--- src/hdl/adsb_vd_pkg.sv ---
// Shared types, constants and lookup functions for the ADS-B velocity decoder.
// No dependencies; the design files refer to this package by scoped names, the testbench imports it.
package adsb_vd_pkg;

    localparam int MSG_W    = 56;
    localparam int SPEED_W  = 14;
    localparam int DIR_W    = 16;
    localparam int CODE_W   = 10;
    localparam int HK_W     = 11;
    localparam int COMP_W   = 13;
    localparam int SQ_W     = 26;
    localparam int SUM_W    = 28;
    localparam int CORD_W   = 47;
    localparam int ANG_W    = 33;
    localparam int ATAN_W   = 30;
    localparam int FRAC_W   = 30;
    localparam int ZC_W     = 31;
    localparam int PROD_W   = 63;
    localparam int FULL_W   = 33;
    localparam int CELLS    = 28;
    localparam int IDX_W    = 5;

    localparam logic [IDX_W-1:0]  SQRT_STEPS      = 5'd14;
    localparam logic [SUM_W-1:0]  SQRT_TOP        = 28'h4000000;
    localparam logic [ZC_W-1:0]   HALF_PI_Q30     = 31'd1686629713;
    localparam logic [31:0]       TWO_OVER_PI_Q32 = 32'hA2F9836E;
    localparam logic [ZC_W-1:0]   QUARTER_TURN    = 31'h40000000;
    localparam logic [FULL_W-1:0] HALF_TURN       = 33'h080000000;
    localparam logic [FULL_W-1:0] FULL_TURN       = 33'h100000000;
    localparam logic [FULL_W-1:0] ROUND_BIAS      = 33'h000008000;

    localparam logic [CODE_W-1:0] CODE_NONE = 10'd0;
    localparam logic [CODE_W-1:0] CODE_MAX  = 10'd1023;
    localparam logic [HK_W-1:0]   HK_MAX    = 11'd2043;

    localparam logic [2:0] SUB_GND_NORMAL = 3'd1;
    localparam logic [2:0] SUB_GND_SUPER  = 3'd2;
    localparam logic [2:0] SUB_AIR_SUPER  = 3'd4;

    // Quadrant select, {west, south}.
    localparam logic [1:0] QUAD_NE = 2'b00;
    localparam logic [1:0] QUAD_SE = 2'b01;
    localparam logic [1:0] QUAD_NW = 2'b10;
    localparam logic [1:0] QUAD_SW = 2'b11;

    typedef struct packed {
        logic              air_mode;
        logic              unavail;
        logic              west;
        logic              south;
        logic              e_zero;
        logic              n_zero;
        logic [SPEED_W-1:0] air_speed;
        logic [DIR_W-1:0]  air_dir;
    } meta_t;

    typedef struct packed {
        logic signed [CORD_W-1:0] x;
        logic signed [CORD_W-1:0] y;
        logic signed [ANG_W-1:0]  z;
        logic [SUM_W-1:0]         rem;
        logic [SUM_W-1:0]         root;
        meta_t                    meta;
    } stage_t;

    typedef struct packed {
        logic [SPEED_W-1:0] speed;
        logic [DIR_W-1:0]   direction;
        logic               air_mode;
        logic               unavail;
    } result_t;

    function automatic logic [HK_W-1:0] code_to_half_knots(input logic [CODE_W-1:0] code);
        logic [HK_W-1:0] hk;
        if (code == CODE_NONE)
        begin
            hk = '0;
        end
        else if (code == CODE_MAX)
        begin
            hk = HK_MAX;
        end
        else
        begin
            hk = {code - 10'd1, 1'b0};
        end
        return hk;
    endfunction

    // Arctangent of 2^-i in Q30 radians, truncated (the last entry is rounded up).
    function automatic logic [ATAN_W-1:0] atan_q30(input logic [IDX_W-1:0] idx);
        logic [ATAN_W-1:0] a;
        case (idx)
            5'd0:    a = 30'h3243F6A8;
            5'd1:    a = 30'h1DAC6705;
            5'd2:    a = 30'h0FADBAFC;
            5'd3:    a = 30'h07F56EA6;
            5'd4:    a = 30'h03FEAB76;
            5'd5:    a = 30'h01FFD55B;
            5'd6:    a = 30'h00FFFAAA;
            5'd7:    a = 30'h007FFF55;
            5'd8:    a = 30'h003FFFEA;
            5'd9:    a = 30'h001FFFFD;
            5'd10:   a = 30'h000FFFFF;
            5'd11:   a = 30'h0007FFFF;
            5'd12:   a = 30'h0003FFFF;
            5'd13:   a = 30'h0001FFFF;
            5'd14:   a = 30'h0000FFFF;
            5'd15:   a = 30'h00007FFF;
            5'd16:   a = 30'h00003FFF;
            5'd17:   a = 30'h00001FFF;
            5'd18:   a = 30'h00000FFF;
            5'd19:   a = 30'h000007FF;
            5'd20:   a = 30'h000003FF;
            5'd21:   a = 30'h000001FF;
            5'd22:   a = 30'h000000FF;
            5'd23:   a = 30'h0000007F;
            5'd24:   a = 30'h0000003F;
            5'd25:   a = 30'h0000001F;
            5'd26:   a = 30'h0000000F;
            5'd27:   a = 30'h00000008;
            default: a = '0;
        endcase
        return a;
    endfunction

endpackage

--- src/hdl/adsb_vd_cell.sv ---
// One cell of the chain: one CORDIC vectoring rotation and, in the first cells,
// one digit of the square root. Depends on adsb_vd_pkg.
module adsb_vd_cell (
    input  logic                           clk,
    input  logic                           rst_n,
    input  logic                           en,
    input  logic [adsb_vd_pkg::IDX_W-1:0]  idx,
    input  logic                           in_valid,
    input  adsb_vd_pkg::stage_t            in_stage,
    output logic                           out_valid,
    output adsb_vd_pkg::stage_t            out_stage
);

    logic                                   valid_reg;
    adsb_vd_pkg::stage_t                    stage_reg;
    adsb_vd_pkg::stage_t                    stage_next;

    logic signed [adsb_vd_pkg::CORD_W-1:0]  dx;
    logic signed [adsb_vd_pkg::CORD_W-1:0]  dy;
    logic signed [adsb_vd_pkg::ANG_W-1:0]   ang;
    logic [adsb_vd_pkg::SUM_W-1:0]          sbit;
    logic [adsb_vd_pkg::SUM_W:0]            trial;

    always_comb
    begin
        stage_next = in_stage;
        dx    = in_stage.y >>> idx;
        dy    = in_stage.x >>> idx;
        ang   = $signed({3'b000, adsb_vd_pkg::atan_q30(idx)});
        sbit  = adsb_vd_pkg::SQRT_TOP >> {idx, 1'b0};
        trial = {1'b0, in_stage.root} + {1'b0, sbit};

        // Rotate toward the x axis; the sign of y picks the direction.
        if (!in_stage.y[adsb_vd_pkg::CORD_W-1])
        begin
            stage_next.x = in_stage.x + dx;
            stage_next.y = in_stage.y - dy;
            stage_next.z = in_stage.z + ang;
        end
        else
        begin
            stage_next.x = in_stage.x - dx;
            stage_next.y = in_stage.y + dy;
            stage_next.z = in_stage.z - ang;
        end

        if (idx < adsb_vd_pkg::SQRT_STEPS)
        begin
            if ({1'b0, in_stage.rem} >= trial)
            begin
                stage_next.rem  = in_stage.rem - trial[adsb_vd_pkg::SUM_W-1:0];
                stage_next.root = (in_stage.root >> 1) + sbit;
            end
            else
            begin
                stage_next.root = in_stage.root >> 1;
            end
        end
    end

    always_ff @(posedge clk or negedge rst_n)
    begin
        if (!rst_n)
        begin
            valid_reg <= 1'b0;
        end
        else if (en)
        begin
            valid_reg <= in_valid;
        end
    end

    always_ff @(posedge clk)
    begin
        if (en)
        begin
            stage_reg <= stage_next;
        end
    end

    assign out_valid = valid_reg;
    assign out_stage = stage_reg;

endmodule

--- config.mk ---
export PLATFORM = sky130hd
export DESIGN_NAME = adsb_vd_cell
export DESIGN_NICKNAME = d
export VERILOG_FILES = /design/src/hdl/adsb_vd_pkg.sv /design/src/hdl/adsb_vd_cell.sv
export SDC_FILE = /design/constraint.sdc
export NUM_CORES = 1
export LEC_CHECK = 0
export ABC_AREA = 1
export ABC_CLOCK_PERIOD_IN_PS = 800
export BUFFER_PORTS_ARGS = -buffer_cell sky130_fd_sc_hd__buf_2
export CELL_PAD_IN_SITES_DETAIL_PLACEMENT = 0
export CELL_PAD_IN_SITES_GLOBAL_PLACEMENT = 1
export CORE_MARGIN = 3
export CORE_UTILIZATION = 41
export CTS_CLUSTER_SIZE = 8
export DETAILED_ROUTE_END_ITERATION = 7
export PLACE_DENSITY_LB_ADDON = 0.1
export SETUP_SLACK_MARGIN = 0.05
export SLEW_MARGIN = 5
export SYNTH_ARGS = -nofsm -noshare
export SYNTH_HDL_FRONTEND = slang
export SYNTH_SLANG_ARGS = --single-unit
--- constraint.sdc ---
create_clock -name clk -period 0.8 [get_ports clk]
set_input_delay 0.16 -clock clk [delete_from_list [all_inputs] [get_ports clk]]
set_output_delay 0.16 -clock clk [all_outputs]
set_load 0.005 [all_outputs]
### Word level (Yosys, flattened, before mapping)

Memories as Yosys holds them, arrays and structs flattened.
Index checks and enable logic that the tools add are counted.

| word-level totals | value |
|---|---|
| output and inout port bits | 220 |
| register bits | 220 |
| input bits | 228 |
| bits in read-only memories | 960 |
| memories kept | 1 |
| word-level logic and storage cells | 33 |

Memories:

| memory | depth | width | read ports | clocked after memory_dff | wr ports | line | RTL |
|---|---|---|---|---|---|---|---|
| (no name shown) | 32 | 30 | 1 | 0 | 0 | adsb_vd_pkg.sv:93 | `case (idx)` |

| operators by class | value |
|---|---|
| shifts and indexed selects | 3 |
| order comparisons | 2 |
| add/sub/neg operators | 9 |
| multiplexer cells | 4 |

Operators by type and width:

| operator | count |
|---|---|
| 127-bit two-way mux | 1 |
| 47-bit adder | 2 |
| 47-bit by 5-bit >>> shifter with 47-bit output | 2 |
| 47-bit subtractor | 2 |
| 28-bit two-way mux | 2 |
| 56-bit two-way mux | 1 |
| 33-bit by 31-bit adder with 33-bit output | 1 |
| 33-bit by 31-bit subtractor with 33-bit output | 1 |
| 28-bit by 28-bit adder with 29-bit output | 1 |
| 28-bit by 29-bit greater-or-equal comparator with 1-bit output | 1 |
| 27-bit by 28-bit adder with 28-bit output | 1 |
| 27-bit by 6-bit >> shifter with 28-bit output (first input constant) | 1 |
| 28-bit subtractor | 1 |
| 5-bit by 4-bit less-than comparator with 1-bit output (second input constant) | 1 |

### Logic depth before layout (Yosys ltp)

| depth | value |
|---|---|
| depth in word-level cells | 5 |
| depth in mapped cells | 39 |
| depth with buffers taken out | 35 |

### Worst setup path after synthesis

OpenSTA, ideal clock, no wires.

| path | value |
|---|---|
| path kind | input to register |
| start | in idx[1] (netlist name) |
| end | reg stage_reg (netlist bit out_stage[87]) (data pin) |
| data required time | 0.539 ns |
| stages | 33 |
| data arrival time | 4.122 ns |
| setup slack | -3.584 ns |
| cell sequence | buf_2 inv_2 buf_4 buf_4 ha_1 nand2_1 nor2_1 ha_1 nand3_1 nand2_1 nand3_1 and2_1 inv_1 nand2_1 o21a_1 o21ai_0 a21oi_1 xor2_1 ha_1 nand2_1 nor2_1 nand2_1 nor4_1 a41oi_1 nand2_1 nand2_1 nand2_1 nand2_2 nor2_4 inv_2 buf_4 nand2_1 o21ai_0 |

RTL lines:

| item | line | RTL |
|---|---|---|
| from (decl) | adsb_vd_cell.sv:7 | `input logic [adsb_vd_pkg::IDX_W-1:0] idx,` |
| to (signal assigned) | adsb_vd_cell.sv:77 | `stage_reg <= stage_next;` |
| to (decl) | adsb_vd_cell.sv:15 | `adsb_vd_pkg::stage_t stage_reg;` |

==> metrics.cfg <==
[die]
die_y_um=269
num_io_pins=448
initial_core_util_pct=41.8
fp.dieArea_mm2=0.0724
die_w_um=269
fp-row-count=95
core_area_mm2=0.0679

[layout]
fin_area_mm2=0.0496
layout-drive-gt1-share_pct=46.4
seqCellArea_mm2=0.00660
multi_input_area_mm2=0.0236
nets=6773
layout.cells.non_filler=7312
syn2layout_area_growth_pct=74.6
nFillCells=5689

[run_status]
violations=setup timing
outcome=finished, violations left

[placement]
dp_cells=7019
hpwl_um=105000
gp_congestion=0.973
port_buffers=447
place_ws_ps=-4100
placed_area_mm2=0.0420

[drt]
drt_pass1_iterations=6
via_count=38400
wire_per_inst_um=18.7
ant_nets=0
post-route-drc-count=0
drtIter0Drc=2965
wl_um=137000
detail_route.vias_per_cell=5.25

[yosys]
syn_inst=4448
ys_async_sr_fraction_pct=0.455
synth_top_area_share_pct=23.2
yosys-top-cells-count=1,296 x nand2_1, 584 x nand3_1, 447 x inv_1, 364 x nor2_1, 258 x a21oi_1
synth_warnings=0
yosys.area.top_type=edfxtp_1
synth_area_mm2=0.0284
synth_area_leaders=edfxtp_1 23%, nand2_1 17%, nand3_1 10%, ha_1 7.8%, xor2_1 5.9%
post-synth-top-count-cell=nand2_1
ys.flop_type=edfxtp_1
yosysSeqAreaShare_pct=23.2
synth_cell_type_count=60
ys_ff_latch=220
synth.avg_cell_area_um2=6.38
synth_edf_count=219
syn_nets=4858

[timing]
worst_clock_skew_ps=0
setup-violations-final=403
fin_ws_ps=-3180
tightest_slew_ps=804
grt_setup_unrepaired=yes
hold_viol_final=0
finalCritPeriodShare_pct=497
max_slew_margin_pct=45.8
max_freq_mhz=252
drv_slew=0
fin_crit_ps=3980
holdWs_ps=41.5

[grt]
grt_overflow=0
grt_pass1_vias=36200
grt_max_degree=45
grt.total_usage_pct=34.0
grt_pass1_wl_um=197000
antenna_found_initial=12

[worst_setup_path]
arrival_ps=4260
critPathKind=primary input to flip-flop
cp.required_ps=1090
start_kind=primary input
worst-path-max-fanout=7
cp-end-kind=flip-flop

[cts]
cts_buffers=34
clkLatencyLatePin_ps=560
clock_path_buffers=3
cts_tree=built
cts-root-buf=clkbuf_16
cts_num_sinks=220
htree_levels=2
clk_pin_slew_ps=50

[pwr]
leakage_nw=24.4
irDropWorstVdd_mv=1.96
powerDensity_mw_per_mm2=1530

[min_path]
hold_class=primary input to flip-flop

[job]
maxCapViolCount=0

## area by class of cell
class / count / share of cell area [%]
clock inverters: 7 / 0.159
multi-input cells: 3590 / 47.5
clock buffers: 45 / 1.80
inverters: 491 / 3.84
repair buffers: 2023 / 30.9
repair inverters: 3 / 0.0782
flip-flops and latches: 220 / 13.3
well taps: 921 / 2.32
diodes: 12 / 0.0606
## state kept, by name (all words and copies together), names as in the netlist
signal	flops
out_stage	219
out_valid	1
## power breakdown
group	total, W	internal [W]	switching, W	leakage, nW
registers	0.0166	0.0159	0.000628	2.15
logic	0.0457	0.0217	0.0240	21.7
clock network	0.0135	0.00781	0.00567	0.466
total	0.0758	0.0455	0.0303	24.4
## metal layers
layer	track usage, %	share of wire, %	up-vias
met5	0	0	-
li1	-	-	18800
met2	59.1	49	1367
met3	3.33	5.7	330
met4	16.6	5.5	0
met1	42.3	40	17900
## through the flow
| step | TNS [ps] | total power, W | utilization, % |
|---|---|---|---|
| 2_1_floorplan | -502530 | 0.0344 | - |
| 3_3_place_gp | -646520 | 0.0538 | 61.9 |
| 3_5_place_dp | -652380 | 0.0542 | 61.9 |
| 4_1_cts | -570780 | 0.0712 | 67.9 |
| 5_1_grt | -627990 | 0.0799 | 73.0 |
| 6_report | -588460 | 0.0758 | 73.0 |
## worst max-delay path, stage by stage
cell      delay (ps)
buf_12            90
buf_12           150
buf_12           170
buf_12           130
buf_6            100
o211ai_1         150
nand3_2          120
nand3_2           90
nand2_2          130
nand2_2          100
a21oi_2          210
nand3_2          120
nor2_4           210
buf_6            160
nand2_2           70
nand2_4          100
nand2_1           70
nand3_1           80
nand2_2           90
ha_4             310
nand2_4           60
nor2_4           100
inv_1             80
nor4_4           380
nand4_1          310
nand3_2          220
a31oi_4          110
xor2_1           150
## final timing paths
path | from | endpoint | slack [ps] | cells after the start
setup / recovery | idx[0] | out_stage[215] | -3180 | 28
hold / removal | in_stage[93] | out_stage[93] | 40 | 2
setup reg to reg | out_valid | out_valid | 60 | 1
hold reg to reg | out_valid | out_valid | 510 | 1
max in group asynchronous | rst_n | out_valid | 220 | 3
min in group asynchronous | rst_n | out_valid | 470 | 3
## cells by family after synthesis
family          share of synthesized area (%)
buf+inv                                  9.50
fa+ha+maj                                8.13
xor+xnor                                 7.99
flops                                    23.2
simple gates                             36.8
compound gates                           14.3
mux                                    0.0397
## cell usage in the layout (no fill, tap or decap), types with 48 or more instances in the layout
master         instances
xor2_1               167
nor2_1               282
dlygate4sd3_1         68
o21ai_2               67
nand3_1              409
o21ai_0               90
nand2_2              202
edfxtp_1             219
a21oi_2               94
buf_6                 48
inv_2                 65
nor2_2                72
nand4_1               48
xnor2_1               61
o211ai_1              56
buf_4               1399
nand2_1             1089
buf_2                442
nand3_2              168
o21ai_1               78
a21oi_1              154
inv_1                415
ha_1                 126
## repair_timing
| item | CTS | global route |
|---|---|---|
| endpoints found under the hold margin | 71 | 0 |
| setup endpoints to repair | 403 | 409 |
| setup buffers | 71 | 79 |
| resized for setup | 416 | 612 |
| hold buffers | 68 | 0 |
| cloned | 7 | 11 |
| pin swaps | 156 | 229 |
(Power assumes the default switching activity.)
