**src/hdl/adsb_vd_pkg.sv**
```systemverilog
// Shared types, constants and lookup functions for the ADS-B velocity decoder.
// No dependencies; the design files refer to this package by scoped names, the testbench imports it.
package adsb_vd_pkg;

    localparam int MSG_W    = 56;
    localparam int SPEED_W  = 14;
    localparam int DIR_W    = 16;
    localparam int CODE_W   = 10;
    localparam int HK_W     = 11;
    localparam int COMP_W   = 13;
    localparam int SQ_W     = 26;
    localparam int SUM_W    = 28;
    localparam int CORD_W   = 47;
    localparam int ANG_W    = 33;
    localparam int ATAN_W   = 30;
    localparam int FRAC_W   = 30;
    localparam int ZC_W     = 31;
    localparam int PROD_W   = 63;
    localparam int FULL_W   = 33;
    localparam int CELLS    = 28;
    localparam int IDX_W    = 5;

    localparam logic [IDX_W-1:0]  SQRT_STEPS      = 5'd14;
    localparam logic [SUM_W-1:0]  SQRT_TOP        = 28'h4000000;
    localparam logic [ZC_W-1:0]   HALF_PI_Q30     = 31'd1686629713;
    localparam logic [31:0]       TWO_OVER_PI_Q32 = 32'hA2F9836E;
    localparam logic [ZC_W-1:0]   QUARTER_TURN    = 31'h40000000;
    localparam logic [FULL_W-1:0] HALF_TURN       = 33'h080000000;
    localparam logic [FULL_W-1:0] FULL_TURN       = 33'h100000000;
    localparam logic [FULL_W-1:0] ROUND_BIAS      = 33'h000008000;

    localparam logic [CODE_W-1:0] CODE_NONE = 10'd0;
    localparam logic [CODE_W-1:0] CODE_MAX  = 10'd1023;
    localparam logic [HK_W-1:0]   HK_MAX    = 11'd2043;

    localparam logic [2:0] SUB_GND_NORMAL = 3'd1;
    localparam logic [2:0] SUB_GND_SUPER  = 3'd2;
    localparam logic [2:0] SUB_AIR_SUPER  = 3'd4;

    // Quadrant select, {west, south}.
    localparam logic [1:0] QUAD_NE = 2'b00;
    localparam logic [1:0] QUAD_SE = 2'b01;
    localparam logic [1:0] QUAD_NW = 2'b10;
    localparam logic [1:0] QUAD_SW = 2'b11;

    typedef struct packed {
        logic              air_mode;
        logic              unavail;
        logic              west;
        logic              south;
        logic              e_zero;
        logic              n_zero;
        logic [SPEED_W-1:0] air_speed;
        logic [DIR_W-1:0]  air_dir;
    } meta_t;

    typedef struct packed {
        logic signed [CORD_W-1:0] x;
        logic signed [CORD_W-1:0] y;
        logic signed [ANG_W-1:0]  z;
        logic [SUM_W-1:0]         rem;
        logic [SUM_W-1:0]         root;
        meta_t                    meta;
    } stage_t;

    typedef struct packed {
        logic [SPEED_W-1:0] speed;
        logic [DIR_W-1:0]   direction;
        logic               air_mode;
        logic               unavail;
    } result_t;

    function automatic logic [HK_W-1:0] code_to_half_knots(input logic [CODE_W-1:0] code);
        logic [HK_W-1:0] hk;
        if (code == CODE_NONE)
        begin
            hk = '0;
        end
        else if (code == CODE_MAX)
        begin
            hk = HK_MAX;
        end
        else
        begin
            hk = {code - 10'd1, 1'b0};
        end
        return hk;
    endfunction

    // Arctangent of 2^-i in Q30 radians, truncated (the last entry is rounded up).
    function automatic logic [ATAN_W-1:0] atan_q30(input logic [IDX_W-1:0] idx);
        logic [ATAN_W-1:0] a;
        case (idx)
            5'd0:    a = 30'h3243F6A8;
            5'd1:    a = 30'h1DAC6705;
            5'd2:    a = 30'h0FADBAFC;
            5'd3:    a = 30'h07F56EA6;
            5'd4:    a = 30'h03FEAB76;
            5'd5:    a = 30'h01FFD55B;
            5'd6:    a = 30'h00FFFAAA;
            5'd7:    a = 30'h007FFF55;
            5'd8:    a = 30'h003FFFEA;
            5'd9:    a = 30'h001FFFFD;
            5'd10:   a = 30'h000FFFFF;
            5'd11:   a = 30'h0007FFFF;
            5'd12:   a = 30'h0003FFFF;
            5'd13:   a = 30'h0001FFFF;
            5'd14:   a = 30'h0000FFFF;
            5'd15:   a = 30'h00007FFF;
            5'd16:   a = 30'h00003FFF;
            5'd17:   a = 30'h00001FFF;
            5'd18:   a = 30'h00000FFF;
            5'd19:   a = 30'h000007FF;
            5'd20:   a = 30'h000003FF;
            5'd21:   a = 30'h000001FF;
            5'd22:   a = 30'h000000FF;
            5'd23:   a = 30'h0000007F;
            5'd24:   a = 30'h0000003F;
            5'd25:   a = 30'h0000001F;
            5'd26:   a = 30'h0000000F;
            5'd27:   a = 30'h00000008;
            default: a = '0;
        endcase
        return a;
    endfunction

endpackage

```
**src/hdl/adsb_vd_if.sv**
```systemverilog


interface adsb_vd_out_if;
    logic                             valid;
    logic                             ready;
    logic [adsb_vd_pkg::SPEED_W-1:0]  speed_half_knots;
    logic [adsb_vd_pkg::DIR_W-1:0]    direction;
    logic                             airspeed_mode;
    logic                             speed_unavailable;

    modport source (output valid, output speed_half_knots, output direction,
                    output airspeed_mode, output speed_unavailable, input ready);
    modport sink (input valid, input speed_half_knots, input direction,
                  input airspeed_mode, input speed_unavailable, output ready);
endinterface

```
**src/hdl/adsb_vd_outbuf.sv**
```systemverilog
// Output register with one skid entry, so the chain keeps moving while a result waits.
// Depends on adsb_vd_pkg and adsb_vd_out_if.
module adsb_vd_outbuf (
    input  logic                  clk,
    input  logic                  rst_n,
    input  logic                  in_valid,
    input  adsb_vd_pkg::result_t  in_result,
    output logic                  advance,
    adsb_vd_out_if.source         out_ch
);

    logic                  out_valid_reg;
    logic                  out_valid_next;
    adsb_vd_pkg::result_t  out_data_reg;
    adsb_vd_pkg::result_t  out_data_next;
    logic                  skid_valid_reg;
    logic                  skid_valid_next;
    adsb_vd_pkg::result_t  skid_data_reg;
    adsb_vd_pkg::result_t  skid_data_next;
    logic                  take;
    logic                  slot_free;

    // The chain only advances while the skid entry is empty, so a beat is never dropped.
    assign advance   = !skid_valid_reg;
    assign take      = advance && in_valid;
    assign slot_free = !out_valid_reg || out_ch.ready;

    always_comb
    begin
        out_valid_next  = out_valid_reg;
        out_data_next   = out_data_reg;
        skid_valid_next = skid_valid_reg;
        skid_data_next  = skid_data_reg;
        if (skid_valid_reg)
        begin
            if (out_ch.ready)
            begin
                out_data_next   = skid_data_reg;
                skid_valid_next = 1'b0;
            end
        end
        else if (take)
        begin
            if (slot_free)
            begin
                out_valid_next = 1'b1;
                out_data_next  = in_result;
            end
            else
            begin
                skid_valid_next = 1'b1;
                skid_data_next  = in_result;
            end
        end
        else if (out_ch.ready)
        begin
            out_valid_next = 1'b0;
        end
    end

    always_ff @(posedge clk or negedge rst_n)
    begin
        if (!rst_n)
        begin
            out_valid_reg  <= 1'b0;
            skid_valid_reg <= 1'b0;
        end
        else
        begin
            out_valid_reg  <= out_valid_next;
            skid_valid_reg <= skid_valid_next;
        end
    end

    always_ff @(posedge clk)
    begin
        out_data_reg  <= out_data_next;
        skid_data_reg <= skid_data_next;
    end

    assign out_ch.valid             = out_valid_reg;
    assign out_ch.speed_half_knots  = out_data_reg.speed;
    assign out_ch.direction         = out_data_reg.direction;
    assign out_ch.airspeed_mode     = out_data_reg.air_mode;
    assign out_ch.speed_unavailable = out_data_reg.unavail;

endmodule

```
**src/flat_wrapper.sv**
```systemverilog
// flat-port wrapper written by rule: the top's interface ports become plain ports
module adsb_vd_outbuf_flat 
  (clk, rst_n, in_valid, in_result, advance, out_ch_valid, out_ch_speed_half_knots, out_ch_direction, out_ch_airspeed_mode, out_ch_speed_unavailable, out_ch_ready);
  adsb_vd_out_if out_ch_i ();
  input  logic clk;
  input  logic rst_n;
  input  logic in_valid;
  input  adsb_vd_pkg::result_t in_result;
  output logic advance;
  output wire logic [$bits(out_ch_i.valid)-1:0] out_ch_valid;
  output wire logic [$bits(out_ch_i.speed_half_knots)-1:0] out_ch_speed_half_knots;
  output wire logic [$bits(out_ch_i.direction)-1:0] out_ch_direction;
  output wire logic [$bits(out_ch_i.airspeed_mode)-1:0] out_ch_airspeed_mode;
  output wire logic [$bits(out_ch_i.speed_unavailable)-1:0] out_ch_speed_unavailable;
  input wire logic [$bits(out_ch_i.ready)-1:0] out_ch_ready;
  assign out_ch_valid = out_ch_i.valid;
  assign out_ch_speed_half_knots = out_ch_i.speed_half_knots;
  assign out_ch_direction = out_ch_i.direction;
  assign out_ch_airspeed_mode = out_ch_i.airspeed_mode;
  assign out_ch_speed_unavailable = out_ch_i.speed_unavailable;
  assign out_ch_i.ready = out_ch_ready;
  adsb_vd_outbuf u_core (.clk(clk), .rst_n(rst_n), .in_valid(in_valid), .in_result(in_result), .advance(advance), .out_ch(out_ch_i));
endmodule
```
**config.mk**
```make
export PLATFORM = sky130hd
export DESIGN_NAME = adsb_vd_outbuf_flat
export DESIGN_NICKNAME = d
export VERILOG_FILES = /design/src/hdl/adsb_vd_pkg.sv /design/src/hdl/adsb_vd_if.sv /design/src/hdl/adsb_vd_outbuf.sv /design/src/flat_wrapper.sv
export SDC_FILE = /design/constraint.sdc
export NUM_CORES = 1
export LEC_CHECK = 0
export ABC_AREA = 0
export BUFFER_PORTS_ARGS = -buffer_cell sky130_fd_sc_hd__buf_4
export CAP_MARGIN = 15
export CELL_PAD_IN_SITES_DETAIL_PLACEMENT = 1
export CELL_PAD_IN_SITES_GLOBAL_PLACEMENT = 1
export CORE_MARGIN = 1.5
export CORE_UTILIZATION = 43
export CTS_BUF_LIST = sky130_fd_sc_hd__clkbuf_16
export CTS_CLUSTER_SIZE = 30
export DETAILED_ROUTE_END_ITERATION = 8
export PLACE_DENSITY = 0.75
export SYNTH_ARGS = -nofsm -noshare
export SYNTH_HDL_FRONTEND = slang
export SYNTH_SLANG_ARGS = --single-unit
```
**constraint.sdc**
```tcl
create_clock -name clk -period 2.2 [get_ports clk]
set_input_delay 0.22 -clock clk [delete_from_list [all_inputs] [get_ports clk]]
set_output_delay 0.22 -clock clk [all_outputs]
set_load 0.02 [all_outputs]
```
## Word level (Yosys, flattened, before mapping)

Cells that the tools add are included.

- Bits in registers: 66
- Input port bits: 36
- Output and inout port bits: 34
- Word-level logic and storage cells: 35

- Equal/unequal tests: 2
- Muxes and demuxes: 11
- Bitwise logic cells: 2
- Reductions and logical operators: 10

Operator list:

| operator | number |
|---|---|
| $mux 32 | 4 |
| $reduce_and 3->1 | 3 |
| $mux 1 | 7 |
| $reduce_bool 2->1 | 3 |
| $ne 2x2->1 const B | 2 |
| $logic_not 1->1 | 2 |
| $not 1->1 | 2 |
| $logic_and 1x1->1 | 1 |
| $logic_or 1x1->1 | 1 |

## Depth between registers and ports, before layout

- Depth in word-level cells: 5
- Mapped depth: 4
- Mapped depth without buffers: 2

## Least setup slack after synthesis

Ideal clock, no wire load.

- Path type: register to register
- Start: register u_core.skid_valid_reg
- End: register u_core.out_data_reg, in the netlist u_core.out_ch.airspeed_mode, enable pin
- Setup time: 391 ps
- Arrival time: 1535 ps
- Data required time: 1809 ps
- Path slack: 274 ps
- Stages on the path, launching flop included: 5
- Buffers on the path: 2
- Cells stage by stage: dfrtp_1 -> buf_6 -> buf_6 -> nor2_1 -> o22a_1

- Longest elaborated chain between the ends: 4
- Elaborated cells on any way between the ends: 6
- Those cells by class: 1 x eq/ne; 5 x reduce/logical

Ends and longest elaborated chain:

| what | line | text |
|---|---|---|
| from (decl) | adsb_vd_outbuf.sv:16 | `logic skid_valid_reg;` |
| from (signal assigned) | adsb_vd_outbuf.sv:71 | `skid_valid_reg <= skid_valid_next;` |
| $logic_not 1->1 | adsb_vd_outbuf.sv:24 | `assign advance = !skid_valid_reg;` |
| $logic_and 1x1->1 | adsb_vd_outbuf.sv:25 | `assign take = advance && in_valid;` |
| $reduce_bool 2->1 (no source line) | n/a |  |
| $reduce_and 3->1 (no source line) (*) | n/a |  |
| to (signal assigned) | adsb_vd_outbuf.sv:77 | `out_data_reg <= out_data_next;` |
| to (decl) | adsb_vd_outbuf.sv:14 | `adsb_vd_pkg::result_t out_data_reg;` |

Every way passes the cells marked *; elsewhere a longest branch is shown, timed or not.
A chain may end at the register's enable or synchronous reset.

## Final worst setup path

- Start: register u_core.skid_valid_reg
- End: output port advance

- Longest elaborated chain between the ends: 1

Ends and longest elaborated chain:

| what | line | text |
|---|---|---|
| $logic_not 1->1 | adsb_vd_outbuf.sv:24 |  |
| to (decl) | flat_wrapper.sv:9 | `output logic advance;` |

No other way between the ends.

==> impl_metrics.csv <==
group,metric,value,unit
setup_path,path_depth,3,
synth,seq_area_frac_synth,79.5,%
cts,cts_setup_buffers,0,
timing,rsz0062_at_grt,"false",
grt,met2_usage,29.1,%
setup_path,max_stage_delay,0.60,ns
cts,cts_made_buffers,9,
synth,synth-seq-cells,66,
setup_path,critPathBufInv,3,
job,cap_viol_max_count,0,
grt,grt_overflow_total,0,
timing,slew_headroom,66.5,%
drt,drc,0,
die,core_area,5540,µm²
die,dieArea,6230,µm²
placement,hpwl,3280,µm
cts,cts.clk_slew.worst_paths,0.05,ns
synth,synth.net_count,146,
setup_path,startpoint_type,"register",
setup_path,path_cells,"buf_4 -> inv_2 -> buf_4",
finish,largest_register_ffs,32,
setup_path,critPathKind,"register to output port",
finish,drive_gt1_share,60.5,%
drt,first_iter_violations,81,
setup_path,cp_max_fo,23,
grt,grt_pass1_wl,7760,µm
placement,port_buffers,69,
pwr,p_per_area,943,nW/µm²
grt,busiest_layer,"met2",
setup_path,endpoint,"advance",
die,die_y,78.9,µm
setup_path,critPathArrivalTime,1.58,ns
timing,drv_slew,0,
cts,clock-root-buffer,"clkbuf_16",
setup_path,required,1.98,ns
grt,grt_pass1_vias,1461,
timing,period_needed,1.80,ns
setup_path,cpMostUsedCell,"buf_4",
grt,grt_usage,17.2,%
grt,met1_usage,20.1,%
setup_path,crit_start,"u_core.skid_valid_reg",
timing,max_freq,555,MHz
timing,setup_viol,0,
drt,wl_per_cell,18.1,µm
finish,final_nets,226,
setup_path,rrSetupSlack,0.45,ns
timing,tns,0,ns
min_path,min_path_type,"primary input to register",
synth,synth.avg_cell_area,22.5,µm²
drt,routed_via_density,4.90,
drt,drt_wl_total,4820,µm
die,initial_core_util,44.8,%
grt,grt_max_degree,25,
outcome,status,"finished clean",
die,io-pin-count,70,
cts,cts_tree,"done",
setup_path,r2r_end,"u_core.skid_data_reg[14]",
cts,clock_latency,0.32,ns
synth,ys_warn_count,0,
pwr,peakVddDrop,0.451,mV
setup_path,path_delay_family,"buffers and inverters",
placement,globalplace.congestion,0.661,
timing,tightestPinTransition,0.502,ns
timing,finalHoldViolCount,0,
setup_path,end_kind,"output port",
setup_path,reg2reg_from,"u_core.skid_valid_reg",
grt,grt_use_met3,4.25,%
cts,cts.path.max_buffers,2,
finish,syn2layout_area_growth,35.6,%
timing,min_period_over_period,82.0,%
cts,h-tree-depth,3,
synth,postSynthCellCount,110,
drt,detail-route-antenna-nets,0,
timing,skew,0.00490,ns
timing,worst_slack,0.397,ns
synth,ys_types,13,
grt,antenna_found_initial,0,
pwr,p_total,3.17,mW
drt,vias,1308,
drt,drt_pre_antenna_iters,4,
die,fp.dieW,78.9,µm
placement,dpl_worst_slack,0.437,ns
cts,cts.sinks,66,
die,std_cell_rows,27,
finish,layout_commonest_cell,"buf_4",
finish,diodes,0,
setup_path,slowest_stage,"dfrtp_2",
setup_path,rr_worst_depth,2,
pwr,p_leak,1.31,nW
synth,syn_area,2480,µm²
finish,final_cell_mix,"buf_4, edfxtp_1, mux2_2, mux2_4, clkbuf_16",
==> layer usage <==
layer  wire length [µm]  up-vias
met3                177       10
met2               2640       40
met4                109        0
met1               1890      655
li1                   -      603
met5                  0        -
==> worst reg2reg max path: cells and delay by family, from the launching register on <==
kind                   cells  cell delay [ns]
and+or+nand+nor            1             0.69
DFF                        1             0.55
buffers and inverters      1             0.23
==> repair_timing <==
item	CTS	global route
hold endpoints to repair	2	0
hold buffers	1	0
gates resized for setup	0	0
==> worst min path at each step <==
stage,slack [ns],startpoint,end,cells after the start
2_1_floorplan,-0.08,rst_n,u_core.out_ch.valid,0
6_report,0.08,in_result[4],u_core.skid_data_reg[4],1
4_1_cts,0.07,in_result[4],u_core.skid_data_reg[4],1
3_3_place_gp,0.008,rst_n,u_core.out_ch.valid,1
5_1_grt,0.07,out_ch_ready,u_core.skid_valid_reg,2
3_5_place_dp,0.007,rst_n,u_core.out_ch.valid,1
==> power breakdown <==
group / internal, mW / leakage [nW] / total [mW] / switching [mW]
clock: 0.736 / 0.134 / 1.21 / 0.470
sequential: 1.50 / 0.624 / 1.55 / 0.0412
combinational: 0.212 / 0.556 / 0.420 / 0.208
total: 2.45 / 1.31 / 3.17 / 0.719
==> through the flow <==
stage / hold WS, ns / cells / util [%] / cell area [µm²]
finish: 0.0850 / 267 / 60.7 / 3360
global route: 0.0728 / 267 / 60.7 / 3360
CTS: 0.0748 / 267 / 60.7 / 3360
detailed placement: 0.00747 / 250 / 55.9 / 3100
global placement: 0.00837 / 250 / 55.9 / 3100
floorplan: -0.0756 / 110 / - / 2480
==> area by class of cell <==
type	instances	area (µm²)
fill	521	2180
sequential	66	1970
timing repair buffer	73	576
multi-input combinational	39	465
clock buffer	9	225
tap	72	90.1
clock inverter	7	28.8
inverter	1	3.75
==> cell families after synthesis <==
logic type	count (synthesis)	synth area share [%]
muxes	32	16.8
buffers and inverters	5	1.72
AOI/OAI and AO/OA	3	0.908
and+or+nand+nor	4	1.06
DFF	66	79.5
==> cell usage after synthesis <==
cell type / n / area, µm²
nor2_1: 2 / 7.51
mux2_4: 15 / 225
and4bb_2: 1 / 12.5
inv_2: 1 / 3.75
a22o_1: 1 / 8.76
dfrtp_1: 2 / 50.1
buf_2: 1 / 5.00
mux2_2: 17 / 191
nand2b_1: 1 / 6.26
o22a_1: 1 / 8.76
buf_6: 3 / 33.8
edfxtp_1: 64 / 1920
a21oi_1: 1 / 5.00
Note: power is estimated with default switching activity, not from simulation.
