## src/hdl/adsb_vd_pkg.sv

```systemverilog
// Shared types, constants and lookup functions for the ADS-B velocity decoder.
// No dependencies; the design files refer to this package by scoped names, the testbench imports it.
package adsb_vd_pkg;

    localparam int MSG_W    = 56;
    localparam int SPEED_W  = 14;
    localparam int DIR_W    = 16;
    localparam int CODE_W   = 10;
    localparam int HK_W     = 11;
    localparam int COMP_W   = 13;
    localparam int SQ_W     = 26;
    localparam int SUM_W    = 28;
    localparam int CORD_W   = 47;
    localparam int ANG_W    = 33;
    localparam int ATAN_W   = 30;
    localparam int FRAC_W   = 30;
    localparam int ZC_W     = 31;
    localparam int PROD_W   = 63;
    localparam int FULL_W   = 33;
    localparam int CELLS    = 28;
    localparam int IDX_W    = 5;

    localparam logic [IDX_W-1:0]  SQRT_STEPS      = 5'd14;
    localparam logic [SUM_W-1:0]  SQRT_TOP        = 28'h4000000;
    localparam logic [ZC_W-1:0]   HALF_PI_Q30     = 31'd1686629713;
    localparam logic [31:0]       TWO_OVER_PI_Q32 = 32'hA2F9836E;
    localparam logic [ZC_W-1:0]   QUARTER_TURN    = 31'h40000000;
    localparam logic [FULL_W-1:0] HALF_TURN       = 33'h080000000;
    localparam logic [FULL_W-1:0] FULL_TURN       = 33'h100000000;
    localparam logic [FULL_W-1:0] ROUND_BIAS      = 33'h000008000;

    localparam logic [CODE_W-1:0] CODE_NONE = 10'd0;
    localparam logic [CODE_W-1:0] CODE_MAX  = 10'd1023;
    localparam logic [HK_W-1:0]   HK_MAX    = 11'd2043;

    localparam logic [2:0] SUB_GND_NORMAL = 3'd1;
    localparam logic [2:0] SUB_GND_SUPER  = 3'd2;
    localparam logic [2:0] SUB_AIR_SUPER  = 3'd4;

    // Quadrant select, {west, south}.
    localparam logic [1:0] QUAD_NE = 2'b00;
    localparam logic [1:0] QUAD_SE = 2'b01;
    localparam logic [1:0] QUAD_NW = 2'b10;
    localparam logic [1:0] QUAD_SW = 2'b11;

    typedef struct packed {
        logic              air_mode;
        logic              unavail;
        logic              west;
        logic              south;
        logic              e_zero;
        logic              n_zero;
        logic [SPEED_W-1:0] air_speed;
        logic [DIR_W-1:0]  air_dir;
    } meta_t;

    typedef struct packed {
        logic signed [CORD_W-1:0] x;
        logic signed [CORD_W-1:0] y;
        logic signed [ANG_W-1:0]  z;
        logic [SUM_W-1:0]         rem;
        logic [SUM_W-1:0]         root;
        meta_t                    meta;
    } stage_t;

    typedef struct packed {
        logic [SPEED_W-1:0] speed;
        logic [DIR_W-1:0]   direction;
        logic               air_mode;
        logic               unavail;
    } result_t;

    function automatic logic [HK_W-1:0] code_to_half_knots(input logic [CODE_W-1:0] code);
        logic [HK_W-1:0] hk;
        if (code == CODE_NONE)
        begin
            hk = '0;
        end
        else if (code == CODE_MAX)
        begin
            hk = HK_MAX;
        end
        else
        begin
            hk = {code - 10'd1, 1'b0};
        end
        return hk;
    endfunction

    // Arctangent of 2^-i in Q30 radians, truncated (the last entry is rounded up).
    function automatic logic [ATAN_W-1:0] atan_q30(input logic [IDX_W-1:0] idx);
        logic [ATAN_W-1:0] a;
        case (idx)
            5'd0:    a = 30'h3243F6A8;
            5'd1:    a = 30'h1DAC6705;
            5'd2:    a = 30'h0FADBAFC;
            5'd3:    a = 30'h07F56EA6;
            5'd4:    a = 30'h03FEAB76;
            5'd5:    a = 30'h01FFD55B;
            5'd6:    a = 30'h00FFFAAA;
            5'd7:    a = 30'h007FFF55;
            5'd8:    a = 30'h003FFFEA;
            5'd9:    a = 30'h001FFFFD;
            5'd10:   a = 30'h000FFFFF;
            5'd11:   a = 30'h0007FFFF;
            5'd12:   a = 30'h0003FFFF;
            5'd13:   a = 30'h0001FFFF;
            5'd14:   a = 30'h0000FFFF;
            5'd15:   a = 30'h00007FFF;
            5'd16:   a = 30'h00003FFF;
            5'd17:   a = 30'h00001FFF;
            5'd18:   a = 30'h00000FFF;
            5'd19:   a = 30'h000007FF;
            5'd20:   a = 30'h000003FF;
            5'd21:   a = 30'h000001FF;
            5'd22:   a = 30'h000000FF;
            5'd23:   a = 30'h0000007F;
            5'd24:   a = 30'h0000003F;
            5'd25:   a = 30'h0000001F;
            5'd26:   a = 30'h0000000F;
            5'd27:   a = 30'h00000008;
            default: a = '0;
        endcase
        return a;
    endfunction

endpackage

```

## src/hdl/adsb_vd_finish.sv

```systemverilog
// Back end of the chain: angle scaling to turns, quadrant placement, rounding of
// speed and heading, and mode selection. Two register stages. Depends on adsb_vd_pkg.
module adsb_vd_finish (
    input  logic                 clk,
    input  logic                 rst_n,
    input  logic                 en,
    input  logic                 in_valid,
    input  adsb_vd_pkg::stage_t  in_stage,
    output logic                 out_valid,
    output adsb_vd_pkg::result_t out_result
);

    logic                               s1_valid_reg;
    logic [adsb_vd_pkg::ZC_W-1:0]       s1_q_reg;
    logic [adsb_vd_pkg::SPEED_W-1:0]    s1_speed_reg;
    adsb_vd_pkg::meta_t                 s1_meta_reg;
    logic                               s2_valid_reg;
    adsb_vd_pkg::result_t               s2_result_reg;

    logic [adsb_vd_pkg::ZC_W-1:0]       zc;
    logic [adsb_vd_pkg::PROD_W-1:0]     prod;
    logic [adsb_vd_pkg::SPEED_W-1:0]    speed_next;
    logic [adsb_vd_pkg::ZC_W-1:0]       qsel;
    logic [adsb_vd_pkg::FULL_W-1:0]     q_ext;
    logic [adsb_vd_pkg::FULL_W-1:0]     full;
    logic [adsb_vd_pkg::FULL_W-1:0]     rnd;
    logic [adsb_vd_pkg::DIR_W-1:0]      gnd_dir;
    adsb_vd_pkg::result_t               result_next;

    always_comb
    begin
        if (in_stage.z[adsb_vd_pkg::ANG_W-1])
        begin
            zc = '0;
        end
        else if (in_stage.z[adsb_vd_pkg::ANG_W-2:0] > {1'b0, adsb_vd_pkg::HALF_PI_Q30})
        begin
            zc = adsb_vd_pkg::HALF_PI_Q30;
        end
        else
        begin
            zc = in_stage.z[adsb_vd_pkg::ZC_W-1:0];
        end
        prod = zc * adsb_vd_pkg::TWO_OVER_PI_Q32;
        speed_next = in_stage.root[adsb_vd_pkg::SPEED_W-1:0]
                   + {13'd0, (in_stage.rem > in_stage.root)};
    end

    always_comb
    begin
        if (s1_meta_reg.e_zero)
        begin
            qsel = '0;
        end
        else if (s1_meta_reg.n_zero)
        begin
            qsel = adsb_vd_pkg::QUARTER_TURN;
        end
        else
        begin
            qsel = s1_q_reg;
        end
        q_ext = {2'b00, qsel};

        case ({s1_meta_reg.west, s1_meta_reg.south})
            adsb_vd_pkg::QUAD_NE: full = q_ext;
            adsb_vd_pkg::QUAD_SE: full = adsb_vd_pkg::HALF_TURN - q_ext;
            adsb_vd_pkg::QUAD_NW: full = adsb_vd_pkg::FULL_TURN - q_ext;
            adsb_vd_pkg::QUAD_SW: full = adsb_vd_pkg::HALF_TURN + q_ext;
            default:              full = q_ext;
        endcase

        // A full turn rounds to zero by dropping the bit above the heading.
        rnd = full + adsb_vd_pkg::ROUND_BIAS;
        gnd_dir = (s1_meta_reg.e_zero && s1_meta_reg.n_zero) ? '0 : rnd[31:16];

        result_next.air_mode  = s1_meta_reg.air_mode;
        result_next.unavail   = s1_meta_reg.unavail;
        result_next.speed     = s1_meta_reg.air_mode ? s1_meta_reg.air_speed : s1_speed_reg;
        result_next.direction = s1_meta_reg.air_mode ? s1_meta_reg.air_dir : gnd_dir;
    end

    always_ff @(posedge clk or negedge rst_n)
    begin
        if (!rst_n)
        begin
            s1_valid_reg <= 1'b0;
            s2_valid_reg <= 1'b0;
        end
        else if (en)
        begin
            s1_valid_reg <= in_valid;
            s2_valid_reg <= s1_valid_reg;
        end
    end

    always_ff @(posedge clk)
    begin
        if (en)
        begin
            s1_q_reg      <= prod[adsb_vd_pkg::PROD_W-1:32];
            s1_speed_reg  <= speed_next;
            s1_meta_reg   <= in_stage.meta;
            s2_result_reg <= result_next;
        end
    end

    assign out_valid  = s2_valid_reg;
    assign out_result = s2_result_reg;

endmodule

```

## config.mk

```make
export PLATFORM = sky130hd
export DESIGN_NAME = adsb_vd_finish
export DESIGN_NICKNAME = d
export VERILOG_FILES = /design/src/hdl/adsb_vd_pkg.sv /design/src/hdl/adsb_vd_finish.sv
export SDC_FILE = /design/constraint.sdc
export NUM_CORES = 1
export LEC_CHECK = 0
export BUFFER_PORTS_ARGS = -buffer_cell sky130_fd_sc_hd__buf_4
export CAP_MARGIN = 20
export CORE_MARGIN = 2
export CORE_UTILIZATION = 30
export DETAILED_ROUTE_END_ITERATION = 8
export GPL_TIMING_DRIVEN = 1
export HOLD_SLACK_MARGIN = 0.1
export PLACE_DENSITY = 0.59
export SYNTH_ARGS = -nofsm -noshare
export SYNTH_HDL_FRONTEND = slang
export SYNTH_SLANG_ARGS = --single-unit
```

## constraint.sdc

```tcl
create_clock -name clk -period 3.1 [get_ports clk]
set_input_delay 0.62 -clock clk [delete_from_list [all_inputs] [get_ports clk]]
set_output_delay 0.62 -clock clk [all_outputs]
set_load 0.02 [all_outputs]
```

### After elaboration in Yosys (flattened, before gate mapping)

Index checks and enable logic that the tools add are counted.

* register bits: 115
* latch bits: 0
* memory bits (writable): 0
* ROM bits: 0
* bits of input ports: 223
* memories: 0

* add/subtract/negate cells: 5
* multipliers: 1
* divide/modulo/power cells: 0
* magnitude comparators: 2
* equal/unequal tests: 3
* shift-type cells: 0
* multiplexer cells: 8
* bitwise gates (word level): 0
* reduce and logical (&&, ||, !) cells: 2

Operators by type and width (count)
* case mux 32 bit (4 select lines): 1
* 2-to-1 mux 31 bit: 4
* multiplier 31 x 31 -> 62 bit (second input constant): 1
* adder 32 x 16 -> 32 bit (second input constant): 1
* adder 32 x 31 -> 32 bit (first input constant): 1
* greater-than comparator 32 x 31 -> 1 bit (second input constant): 1
* 2-to-1 mux 16 bit: 2
* subtractor 1 x 31 -> 32 bit (first input constant): 1
* subtractor 32 x 31 -> 32 bit (first input constant): 1
* greater-than comparator 28 bit: 1
* adder 14 x 1 -> 14 bit: 1
* 2-to-1 mux 14 bit: 1
* == test 2 bit (second input constant): 2
* == test 2 x 1 -> 1 bit (second input constant): 1
* zero test 2 bit: 1
* logical AND 1 bit: 1

### Logic depth before layout (Yosys ltp)

* word-level depth: 7
* gate-level depth with buffers: 36
* depth with buffers taken out: 35

### Worst setup path after synthesis

No wires, ideal clock.

* kind: in2reg
* start point: input port in_stage[114] (netlist bit)
* end point: register s1_q_reg[29] (netlist bit), data pin
* library setup time: 0.195 ns
* arrival time: 9.211 ns
* data required time: 2.905 ns
* setup slack: -6.306 ns
* cell stages on the path: 30
* path buffers: 2
* cell sequence: or4_1 a211oi_1 o21ai_0 a31oi_1 a22oi_1 nor2_1 clkbuf_1 nand2_1 fa_1 fa_1 fa_1 inv_1 fa_1 fa_1 fa_1 fa_1 inv_1 fa_1 inv_1 ha_1 buf_2 a21oi_2 o21ai_0 nor4_1 a311oi_1 a211oi_1 nor2_1 a221oi_1 or4b_1 o311ai_0

* cells in the longest elaborated chain, start to end: 4

RTL lines
* start, declared: RTL line adsb_vd_finish.sv:8 `input adsb_vd_pkg::stage_t in_stage,`
* greater-than comparator 32 x 31 -> 1 bit: RTL line adsb_vd_finish.sv:36 `else if (in_stage.z[adsb_vd_pkg::ANG_W-2:0] > {1'b0, adsb_vd_pkg::HALF_PI_Q30})`
* 2-to-1 mux 31 bit *: RTL line adsb_vd_finish.sv:36
* 2-to-1 mux 31 bit *: RTL line adsb_vd_finish.sv:32 `if (in_stage.z[adsb_vd_pkg::ANG_W-1])`
* multiplier 31 x 31 -> 62 bit *: RTL line adsb_vd_finish.sv:44 `prod = zc * adsb_vd_pkg::TWO_OVER_PI_Q32;`
* net prod (one bit): RTL line adsb_vd_finish.sv:21 `logic [adsb_vd_pkg::PROD_W-1:0] prod;`
* end signal, assigned: RTL line adsb_vd_finish.sv:101 `s1_q_reg <= prod[adsb_vd_pkg::PROD_W-1:32];`
* end, declared: RTL line adsb_vd_finish.sv:14 `logic [adsb_vd_pkg::ZC_W-1:0] s1_q_reg;`

Mark *: on every way through the listed nets, which the timed path passes. The rest lies on a longest branch.
A chain may end at the register's enable or synchronous reset.

### Worst setup path after layout

* start point: input port in_stage[111] (netlist bit)
* end point: register s1_q_reg[29] (netlist bit), data pin

The elaborated chain is that of the path after synthesis.

==> run_results.csv <==
group,metric,value,unit
logic_synthesis,ys.flop_type,"edfxtp_1",
sta,rsz0062_at_grt,"true",
route,drt_pass1_iterations,5,
worst_setup_path,cp_slowest_cell,"fa_2",
worst_setup_path,r2r-start,"s1_q_reg[4]$_DFFE_PP_",
logic_synthesis,ys_types,74,
sta,slew_headroom,0.437,
logic_synthesis,synthCells,2228,
clock_tree,clock_path_buffers,2,
floorplanning,pin_count,256,
logic_synthesis,synth.yosys.seq_area_share,0.150,
global_routing,grt_pass1_wl,99.0,mm
finish,drive_gt1_frac,0.334,
placement,placed_area,0.0295,sq mm
finish,area.growth.synth_to_final,37.0,%
floorplanning,fp.dieW,281,microns
clock_tree,cts_buffers,17,
worst_setup_path,critPathMaxStageDelay,0.59,ns
min_path,hold_class,"in -> reg",
route,drc,0,
placement,hpwlAfterDp,57.5,mm
route,vias,17437,
worst_setup_path,cp_data_arrival_time,9.16,ns
sta,fin_crit_sh,2.88,
route,wl_per_cell,16.1,microns
logic_synthesis,ys.warnings.count,0,
logic_synthesis,synth_nets,3249,
status,violations,"negative setup slack",
sta,skew,0.00810,ns
route,drtAntennaViolNets,0,
sta,setup_ws,-5.82,ns
worst_setup_path,critPathLaunch,"in_stage[111]",
placement,port_buffers,161,
global_routing,grt_pass1_vias,18321,
worst_setup_path,cp_common_cell,"fa_1",
sta,min_period,8.92,ns
route,via_per_inst,4.39,
clock_tree,clk_pin_slew,0.06,ns
job,maxCapViolCount,0,
finish,finalNonFillerCells,3972,
min_path,hold_start,"in_stage[22]",
sta,hold_viol_final,0,
clock_tree,cts_htree_levels,4,
finish,num-nets-final,3949,
floorplanning,fp.dieArea,0.0790,sq mm
logic_synthesis,ys_ff_latch,115,
worst_setup_path,start_kind,"primary input",
status,status,"finished with violations",
logic_synthesis,syn-mean-instance-area,10.3,sq um
sta,setup_violations,31,
global_routing,overflow,0,
global_routing,grt_max_degree,56,
placement,pre_cts_ws,-6.73,ns
sta,worstMarginPinSlew,0.845,ns
worst_setup_path,crit_required,3.34,ns
worst_setup_path,cp_max_fo,3,
sta,drv_slew,0,
logic_synthesis,async_flop_share,0.0174,
clock_tree,cts.sinks,115,
worst_setup_path,cp-end-kind,"flip-flop",
global_routing,grt_usage,0.163,
sta,fmax,112,MHz
floorplanning,rows,101,
floorplanning,start_util,0.303,
finish,design_area,0.0315,sq mm
logic_synthesis,netlist_area,0.0230,sq mm
clock_tree,clock_latency,0.42,ns
placement,place.gp.congestion,0.937,
logic_synthesis,synth_edf_count,113,
sta,setup_tns,-167.80,ns
route,drt_iter0_drc,688,
global_routing,antenna_found_initial,2,
worst_setup_path,crit_type,"in -> reg",
floorplanning,die_h,281,microns
placement,placed_cells,3896,
floorplanning,core_area,0.0759,sq mm
route,drt-total-wl,63.9,mm
clock_tree,cts_root_buffer,"clkbuf_16",
finish,largest_reg_flops,34,
clock_tree,cts_tree,"done",
layout by cell type (no fill, tap or decap), types with 34 or more instances in the layout:
| cell type | Yosys | final |
|---|---|---|
| buf_4 | 0 | 678 |
| inv_1 | 658 | 628 |
| fa_1 | 402 | 387 |
| ha_1 | 396 | 358 |
| edfxtp_1 | 113 | 113 |
| nand2_1 | 66 | 55 |
| nor2_1 | 64 | 52 |
| a21oi_1 | 69 | 50 |
| xnor2_1 | 46 | 40 |
| ha_4 | 0 | 34 |
layer usage:
metal	track usage	vias up	part of all wire
met1	0.219	8524	0.45
li1	-	8527	-
met3	0.0200	81	0.041
met5	0	-	0
met2	0.276	305	0.48
met4	0.0477	0	0.029
cell families after synthesis:
logic type / share of synthesized area
AO/OA/AOI/OAI: 0.0702
XOR/XNOR: 0.0240
buffers and inverters: 0.114
adder cells (fa/ha/maj): 0.565
multiplexers: 0.00869
AND/OR/NAND/NOR: 0.0694
flip-flops: 0.150
worst max-delay path: cells and delay by family:
kind	cells	cell delay, ns
AOI/OAI and AO/OA	8	1.26
adders and majority gates	9	4.22
buffers and inverters	9	0.94
and+or+nand+nor	7	2.13
final cells by class:
| class | instances | area [sq um] |
|---|---|---|
| flip-flops and latches | 115 | 3440 |
| well taps | 1030 | 1290 |
| inverters | 658 | 2490 |
| clock buffers | 17 | 425 |
| diodes | 2 | 5.00 |
| fillers | 7319 | 44400 |
| repair buffers | 710 | 5500 |
| clock inverters | 14 | 179 |
| multi-input cells | 1426 | 18200 |
metrics by stage:
step | hold slack [ns] | utilization
floorplan | 0.324 | -
global placement | 0.403 | 0.388
detailed placement | 0.404 | 0.388
CTS | 0.357 | 0.406
global route | 0.360 | 0.415
finish | 0.375 | 0.415
cell usage after synthesis, drive strengths merged, types with 5 or more instances:
cell,n,share of area
xnor2,46,0.017
ha,396,0.22
o21a,9,0.0029
a21o,33,0.011
nor2b,13,0.0035
o211ai,9,0.0029
inv,658,0.11
and3,8,0.0022
nand3,31,0.0067
nor2,64,0.010
and2,5,0.0014
a21oi,70,0.015
nand2,66,0.011
and4,5,0.0020
mux2,16,0.0078
o21ai,45,0.0098
nand2b,6,0.0016
or2,19,0.0052
a22o,16,0.0061
edfxtp,113,0.15
o31ai,7,0.0023
nor3,25,0.0059
fa,402,0.35
a31oi,15,0.0041
nor4,13,0.0045
buf,10,0.0032
a211oi,7,0.0025
xor2,17,0.0065
nand4,26,0.0073
clkbuf,19,0.0031
path summary, 6_finish.rpt:
kind	to	slack (ns)	depth (start not counted)
hold / removal	s1_meta_reg[22]$_DFFE_PP_	0.38	1
setup / recovery	s1_q_reg[29]$_DFFE_PP_	-5.82	33
max in group asynchronous	s1_valid_reg$_DFFE_PN0P_	2.49	2
hold reg to reg	out_result[0]$_DFFE_PP_	0.42	0
setup reg to reg	out_result[17]$_DFFE_PP_	0.13	10
min in group asynchronous	out_valid$_DFFE_PN0P_	0.53	2
timing repair:
item,CTS,global route
hold endpoints to repair,2,0
hold buffers,1,0
pin swaps,101,72
gates resized for setup,120,110
setup endpoints to repair,37,45
gates cloned,1,1
setup buffers,26,16
Power is left out: the tool's default activity adds up to more than one toggle a clock period on the data nets, which glitch-free logic cannot reach.
